### src/hw/rtl/bab_ram.sv
// ----------------------------------------------------------------------------
// bab_ram: generic simple dual-port RAM
// One write port, one read port with registered read data and read enable.
// ----------------------------------------------------------------------------
`default_nettype none

module bab_ram #(
	parameter int WIDTH = 8,
	parameter int DEPTH = 256
) (
	input  wire logic                     clk,
	input  wire logic                     we,
	input  wire logic [$clog2(DEPTH)-1:0] waddr,
	input  wire logic [WIDTH-1:0]         wdata,
	input  wire logic                     re,
	input  wire logic [$clog2(DEPTH)-1:0] raddr,
	output logic      [WIDTH-1:0]         rdata
);

	logic [WIDTH-1:0] mem_q [DEPTH];

	// Write and registered read; data holds while re is low
	always_ff @(posedge clk) begin
		if (we) begin
			mem_q[waddr] <= wdata;
		end
		if (re) begin
			rdata <= mem_q[raddr];
		end
	end

endmodule

`default_nettype wire

### config.mk
export PLATFORM = sky130hd
export DESIGN_NAME = bab_ram
export DESIGN_NICKNAME = d
export VERILOG_FILES = /design/src/hw/rtl/bab_ram.sv
export SDC_FILE = /design/constraint.sdc
export NUM_CORES = 2
export LEC_CHECK = 0
export BUFFER_PORTS_ARGS = -buffer_cell sky130_fd_sc_hd__buf_2
export CORE_UTILIZATION = 56
export CTS_CLUSTER_SIZE = 12
export DETAILED_ROUTE_END_ITERATION = 10
export PLACE_DENSITY = 0.74
export SKIP_CTS_REPAIR_TIMING = 1
export SLEW_MARGIN = 10
export SYNTH_ARGS = -nofsm -noshare
export SYNTH_HDL_FRONTEND = slang
export SYNTH_SLANG_ARGS = --single-unit
### constraint.sdc
create_clock -name clk -period 2.2 [get_ports clk]
set_input_delay 0.11 -clock clk [delete_from_list [all_inputs] [get_ports clk]]
set_output_delay 0.11 -clock clk [all_outputs]
set_load 0.02 [all_outputs]
==> flow_metrics.py <==
metrics = {
    "yosys": {
        "synth_top_area_share_pct": 77.5,
        "seq_area_frac_synth_pct": 77.5,
        "synthArstFlopShare_pct": 0,
        "synth.area.top_cells": "edfxtp_1, mux4_2, mux2i_1",
        "netlist.top_cell.by_area": "edfxtp_1",
        "synthCells": 3733,
        "synth_cell_types": 54,
        "synthFlopType": "edfxtp_1",
        "synth_area_per_cell_um2": 21.3,
        "synth.ff_latch_count": 2056,
        "yosysWarnings": 0,
        "synth_edf_count": 2056,
        "synth_fp_nets": 3760,
        "synth_area_um2": 79600,
    },
    "floorplanning": {
        "core_um2": 141000,
        "die_x_um": 379,
        "io_pins": 35,
        "rows": 138,
        "initial_core_util_pct": 56.4,
        "die-area_um2": 144000,
        "dieHeight_um": 379,
    },
    "route": {
        "drt-initial-drc-count": 5852,
        "viasPerCell": 6.53,
        "route.detailed.drc": 0,
        "drtPass1Iterations": 8,
        "wl_mm": 199,
        "post_drt_wl_per_cell_um": 30.9,
        "vias": 42000,
        "ant_nets": 0,
    },
    "outcome": {
        "status": "finished, violations left",
        "violations": "hold timing, setup timing",
    },
    "placed_design": {
        "io_buffers": 34,
        "place_ws_ns": -1.03,
        "routabilityCongestion": 0.942,
        "placed_cells": 6110,
        "dp_hpwl_mm": 126,
        "dpl_cell_area_um2": 87100,
    },
    "sta": {
        "fin_hold_ws_ns": -0.0126,
        "finalHoldViolations": 16,
        "finalCriticalPeriod_ns": 2.40,
        "timing.fmax_mhz": 416,
        "setup_ws_ns": -0.204,
        "setup_tns_ns": -1.19,
        "maxSlewViolCount": 0,
        "finalSetupViolCount": 8,
        "relSlewSlack_pct": 36.0,
        "worstMarginPinSlew_ns": 0.961,
        "worst_clock_skew_ns": 0.0453,
        "rsz0062_at_grt": "yes",
        "min_period_over_period_pct": 109,
    },
    "clocking": {
        "root_buffer": "clkbuf_16",
        "htree_num_levels": 4,
        "cts.path.max_buffers": 3,
        "clk_pin_slew_ns": 0.06,
        "clk_latency_ns": 0.85,
        "cts_tree": "done",
        "cts_sinks": 2056,
        "numCtsBuffers": 202,
    },
    "grt": {
        "overflow": 0,
        "grt.total_usage_pct": 28.2,
        "grt_pass1_vias": 42100,
        "antenna_found_initial": 12,
        "grt_max_degree": 84,
        "grt_first_pass_wirelength_mm": 287,
    },
    "pwr": {
        "peakVddDrop_mv": 0.893,
        "cellPowerDensity_nw_per_um2": 846,
        "p_leak_nw": 30.2,
    },
    "cells_and_area": {
        "instances_no_fill": 6429,
        "drive_gt1_share_pct": 32.2,
        "postLayoutCellArea_um2": 93400,
        "num-nets-final": 4458,
        "syn_to_final_growth_pct": 17.3,
        "fin_util_pct": 66.1,
    },
    "job": {
        "cap_violations": 0,
    },
    "setup_path": {
        "cp_max_fo": 1,
        "crit_arrival_ns": 3.00,
        "regToRegSetupSlack_ns": -0.20,
        "r2r_end": "rdata[5]",
        "critPathRequiredTime_ns": 2.80,
        "end_kind": "flop",
        "reg2reg_from": "mem_q[18][5]",
        "path_class": "reg -> reg",
        "cp-start-kind": "flop",
        "r2r_cells": 8,
        "critPathLaunch": "mem_q[18][5]",
    },
    "worst_hold_path": {
        "min_to": "mem_q[205][4]",
        "hold_start": "waddr[3]",
        "hp-class": "in -> reg",
        "whs_path_depth": 4,
    },
}
-- worst max-delay path: stages, from the launching register on --
cell and delay (ns):
edfxtp_1 0.38, mux4_2 0.50, a22o_1 0.24, a221oi_2 0.23, buf_4 0.17, o221ai_4 0.11
a211oi_4 0.34, buf_6 0.16, nor4_2 0.03
-- sequential cells by signal (all words and copies together), names as in the netlist --
name	count
mem_q	2048
rdata	8
-- power breakdown --
group	total (mW)	internal, mW	switching (mW)
logic	4.67	1.90	2.77
clock network	31.1	17.1	14.0
registers	43.3	43.2	0.0706
-- cells in the mapped netlist (28+ instances only) --
cell,n
edfxtp_1,2056
mux4_2,454
nor2_1,282
mux2i_1,134
a22oi_1,133
clkbuf_1,111
a21oi_1,96
o221ai_1,46
nand3_1,34
nand2_1,33
buf_2,31
nor2b_1,31
o22ai_1,28
-- worst max-delay path by stage --
stage                           to  slack (ns)
after floorplan           rdata[2]        0.01
after global placement    rdata[0]       -1.36
after detailed placement  rdata[7]       -1.03
after CTS                 rdata[7]       -0.63
after global routing      rdata[6]       -0.26
final                     rdata[5]       -0.20
-- cells in the final DEF, fill, tap and decap left out, drive strengths merged, types with 12 or more instances in the layout --
| master | n |
|---|---|
| mux4 | 456 |
| mux2i | 134 |
| o221ai | 47 |
| o22ai | 28 |
| nor4 | 27 |
| a21oi | 96 |
| nor2b | 31 |
| nand2 | 33 |
| clkbuf | 261 |
| a221oi | 14 |
| nand3 | 34 |
| o21ai | 12 |
| buf | 712 |
| a22oi | 133 |
| edfxtp | 2056 |
| a211oi | 16 |
| nor2 | 282 |
| nor3 | 22 |
| clkinv | 45 |
-- per-layer routing --
layer	wire, um	track usage, %	vias up
li1	-	-	17000
met4	7520	10.7	14
met5	99	0	-
met2	95900	44.3	2721
met3	22300	6.27	423
met1	72900	38.9	21800
-- through the flow --
stage	total power, mW	hold slack, ns
after floorplan	46.2	0.209
after global placement	48.5	0.535
after detailed placement	48.6	0.538
after CTS	79.2	-0.381
after global routing	81.0	0.00100
final	79.1	-0.0126
-- kinds of logic after synthesis --
logic type,count (synthesis),share of synthesized area (%)
muxes,591,14.6
and+or+nand+nor,466,2.63
DFF,2056,77.5
buffers and inverters,235,1.83
AOI/OAI and AO/OA,385,3.42
-- layout make-up --
class,instances,area [um2]
multi-input cells,1442,16900
clock buffers,256,5300
flip-flops and latches,2056,61700
diodes,4,10.0
clock inverters,52,510
repair buffers,727,6610
fillers,8786,47800
inverters,2,7.51
well taps,1890,2360
(Power assumes the default switching activity.)
