[src/hw/rtl/bab_pkg.sv]
// ----------------------------------------------------------------------------
// bab_pkg: shared constants and types for the glyph blitter
// Frame and font store geometry, command codes and the merge unit control.
// ----------------------------------------------------------------------------
`default_nettype none

package bab_pkg;

	// Frame geometry
	localparam int ROW_BYTES   = 8;
	localparam int FRAME_ROWS  = 32;
	localparam int FRAME_SIZE  = ROW_BYTES * FRAME_ROWS;
	localparam int FA_W        = $clog2(FRAME_SIZE);

	// Font geometry
	localparam int GLYPH_COUNT  = 128;
	localparam int SMALL_ROWS   = 7;
	localparam int MEDIUM_ROWS  = 10;
	localparam int LARGE_ROWS   = 16;
	localparam int SMALL_DEPTH  = GLYPH_COUNT * SMALL_ROWS;
	localparam int MEDIUM_DEPTH = GLYPH_COUNT * MEDIUM_ROWS;
	localparam int LARGE_DEPTH  = GLYPH_COUNT * LARGE_ROWS;
	localparam int SMALL_AW     = $clog2(SMALL_DEPTH);
	localparam int MEDIUM_AW    = $clog2(MEDIUM_DEPTH);
	localparam int LARGE_AW     = $clog2(LARGE_DEPTH);

	// Command codes
	localparam logic [1:0] MODE_LOAD = 2'd0;
	localparam logic [1:0] MODE_DRAW = 2'd1;
	localparam logic [1:0] MODE_READ = 2'd2;

	localparam logic [1:0] SIZE_SMALL  = 2'd0;
	localparam logic [1:0] SIZE_MEDIUM = 2'd1;
	localparam logic [1:0] SIZE_LARGE  = 2'd2;
	localparam logic [1:0] SIZE_NONE   = 2'd3;

	// Control of the shift and merge unit
	typedef struct packed {
		logic [2:0] shift;  // pixel offset within the first byte
		logic [1:0] slot;   // frame byte of the row: 0 first, 2 at most
		logic       wide;   // two glyph bytes per row
	} merge_ctrl_t;

	// Glyph code lies within the font
	function automatic logic code_ok(input logic [6:0] code);
		code_ok = (32'(code) < GLYPH_COUNT);
	endfunction

endpackage

`default_nettype wire

[src/hw/rtl/bab_merge.sv]
// ----------------------------------------------------------------------------
// bab_merge: shared shift and merge unit
// Shifts one glyph row by the pixel offset and merges one slot into a frame byte.
// ----------------------------------------------------------------------------
`default_nettype none

module bab_merge (
	input  wire logic                 [15:0] glyph,
	input  wire bab_pkg::merge_ctrl_t        ctrl,
	input  wire logic                 [7:0]  old_byte,
	output logic                      [7:0]  new_byte
);

	logic [23:0] bits_sh;
	logic [23:0] cover_sh;
	logic [7:0]  val;
	logic [7:0]  cov_mask;

	// Shift the row and its coverage mask together
	assign bits_sh  = {8'h00, glyph} << ctrl.shift;
	assign cover_sh = {8'h00, (ctrl.wide ? 16'hffff : 16'h00ff)} << ctrl.shift;

	// Pick the byte of this slot
	always_comb begin
		unique case (ctrl.slot)
			2'd0: begin
				val      = bits_sh[7:0];
				cov_mask = cover_sh[7:0];
			end
			2'd1: begin
				val      = bits_sh[15:8];
				cov_mask = cover_sh[15:8];
			end
			2'd2: begin
				val      = bits_sh[23:16];
				cov_mask = cover_sh[23:16];
			end
			default: begin
				val      = 8'h00;
				cov_mask = 8'h00;
			end
		endcase
	end

	// Keep frame bits outside the glyph, drop those under it
	assign new_byte = (old_byte & ~cov_mask) | val;

endmodule

`default_nettype wire

[config.mk]
export PLATFORM = sky130hd
export DESIGN_NAME = bab_merge
export DESIGN_NICKNAME = d
export VERILOG_FILES = /design/src/hw/rtl/bab_pkg.sv /design/src/hw/rtl/bab_merge.sv
export SDC_FILE = /design/constraint.sdc
export NUM_CORES = 1
export LEC_CHECK = 0
export ABC_CLOCK_PERIOD_IN_PS = 4200
export BUFFER_PORTS_ARGS = -buffer_cell sky130_fd_sc_hd__buf_2
export CORE_MARGIN = 1.5
export CORE_UTILIZATION = 38
export DETAILED_ROUTE_END_ITERATION = 12
export PLACE_DENSITY = 0.65
export SETUP_SLACK_MARGIN = 0.5
export SLEW_MARGIN = 20
export SYNTH_ARGS = -nofsm -noshare
export SYNTH_HDL_FRONTEND = slang
export SYNTH_SLANG_ARGS = --single-unit
[constraint.sdc]
create_clock -name vclk -period 4.2
set_clock_uncertainty 0.1 [all_clocks]
set_input_delay 1.05 -clock vclk [all_inputs]
set_output_delay 1.05 -clock vclk [all_outputs]
set_load 0.02 [all_outputs]
==> results.cfg <==
[logic_synthesis]
synth_top_family_by_area = simple AND/OR/NAND/NOR gates
synth_fa_ha_area_frac = 0
ys_types = 40
yosysSeqAreaShare = 0
synth_top_cell_by_area = mux2i_1
synth_simple_gate_area_frac = 0.323
synth_mux_area_frac = 0.281
syn_avg_cell_area_um2 = 6.75
synth_xor_area_frac = 0
synthTopCellsByArea = mux2i_1 14%, nand2_1 8.9%, mux2_2 6.0%
syn_nets = 168
synth_top_area_frac = 0.140
syn_inst = 138
synth.cell_area_um2 = 931
yosys_warnings = 0
synth_compound_area_frac = 0.301

[finish]
register_area_um2 = 0
clkbuf_count = 0
n_fill_cell = 267
postLayoutCoreUtil = 0.490
drive_gt1_frac = 0.327
seq_cell_count = 0
diodes = 0
final_net_count = 197
syn2layout_area_growth_pct = 18.7

[hold_path]
hold_depth = 3
hp-class = input port to output port
min_from = old_byte[4]
min_to = new_byte[4]

[power_and_ir_drop]
vdd_drop_max_mv = 0.0498
switching_share = 0.572
seq_power_share = 0
power_frac_comb = 1.000
p_clk_frac = 0
p_leak_nw = 0.488
power.switching_mw = 0.0787
power_mw = 0.138
p_int_mw = 0.0589
powerDensity_mw_per_mm2 = 125

[sta]
worstMarginPinSlew_ns = 0.409
timing.final.crit_period_ns = 3.62
drv_slew = 0
max_freq_mhz = 276
rsz0062_at_grt = no
setup_viol = 0
final.period_utilization = 0.862
max_slew_margin = 0.725
tns_ns = 0
hold_viol_final = 0
holdWs_ns = 2.35

[job]
drv_cap = 0

[floorplanning]
rows = 17
core_area_mm2 = 0.00225
fp.dieH_um = 52.5
start_util = 0.413
die_w_um = 52.5
dieArea_mm2 = 0.00276
ios = 38

[setup_path]
cp.arrival_ns = 2.47
end_kind = output port
required_ns = 3.05
worst_setup_path_start_kind = input port
startpoint = ctrl[5]
path_class = input port to output port
crit_fanout = 25

[route]
routedWlPerCell_um = 14.3
dr.first_iter.drc_count = 40
vias = 1148
viasPerCell = 5.95
postRouteAntennaNets = 0
wirelength_um = 2760
drc = 0
drtPass1Iterations = 4

[place]
gp_congestion = 0.887
hpwl_um = 2150
port_buffers = 38

[global_routing]
grt_max_degree = 27
overflow = 0
antenna_found_initial = 0
grt_use_total = 0.209
grt_first_pass_wirelength_um = 4570
first_global_vias = 1056

[status]
outcome = completed

[clock_network]
cts_setup_buffers = 0
postCtsHoldBufs = 0
[how the worst max path moves through the flow]
stage | end | slack (ns) | cells after the start
after global routing | new_byte[4] | 0.50 | 7
final | new_byte[0] | 0.58 | 5
after CTS | new_byte[4] | 0.55 | 6
after detailed placement | new_byte[4] | 0.31 | 7
after floorplan | new_byte[7] | 0.62 | 5
after global placement | new_byte[4] | 0.36 | 7
[synthesized netlist by cell type, types with 2 or more instances]
cell and number:
buf_2 2, nor2b_1 3, mux2_4 2, buf_6 2, nand2b_1 5, nand2_1 22, nor2_1 10, nor3_1 5
clkbuf_1 5, o221ai_1 3, a21oi_1 11, mux4_2 2, o21ai_0 9, inv_1 2, o211ai_1 3, mux2_2 5
nand3_1 7, a32oi_1 4, mux2i_1 13, a2bb2oi_1 2, a221o_1 2
[routing by layer]
metal	up-vias	GRT usage	routed length (µm)	share of wire
met5	-	0	0	0
met4	0	0.0427	24	0.0087
met3	2	0.0143	202	0.073
met2	54	0.365	1340	0.48
met1	513	0.280	1190	0.43
li1	579	-	-	-
[what timing repair did]
action                                  4_1_cts  5_1_grt
gates cloned                                  0        0
endpoints found under the setup margin        8        5
pin swaps                                     0        0
resized for setup                             2        4
[layout by cell type (no fill, tap or decap), types with 2 or more instances in the layout]
cell	instances
o221ai_1	3
mux2_2	5
inv_1	2
a21oi_1	11
o211ai_1	3
nor2_1	10
mux2_4	2
o21ai_0	9
mux4_2	2
nand3_1	7
nor2b_1	3
mux2i_1	13
a221o_1	2
nand2b_1	5
buf_2	35
nand2_1	22
nor3_1	5
a32oi_1	4
clkbuf_4	2
a2bb2oi_1	2
[power groups by stage]
| stage | sequential (mW) | combinational (mW) | clock, mW |
|---|---|---|---|
| final | 0 | 0.138 | 0 |
| after global placement | 0 | 0.133 | 0 |
| after detailed placement | 0 | 0.134 | 0 |
| after global routing | 0 | 0.151 | 0 |
| after floorplan | 0 | 0.0973 | 0 |
| after CTS | 0 | 0.135 | 0 |
[cell families (layout without fill, tap and decap cells)]
group                  count (synthesis)  count (layout)
and+or+nand+nor                       60              60
AOI/OAI and AO/OA                     41              41
buffers and inverters                 15              42
muxes                                 22              22
[worst max-delay path, cell delays in order]
cell	delay [ns]
buf_2	0.23
or3_4	0.44
mux2_4	0.30
a221o_1	0.28
buf_2	0.16
[cell type report]
type,instances,area (µm²),area share
timing repair buffer,39,213,0.193
multi-input combinational,123,842,0.762
inverter,3,15.0,0.0136
tap,28,35.0,0.0317
[stage by stage]
step	std cells	instance area, µm²	worst slack [ns]
floorplan	138	931	0.621
global placement	193	1090	0.360
detailed placement	193	1090	0.307
CTS	193	1090	0.554
global route	193	1100	0.500
finish	193	1100	0.580
(Power assumes the default switching activity.)
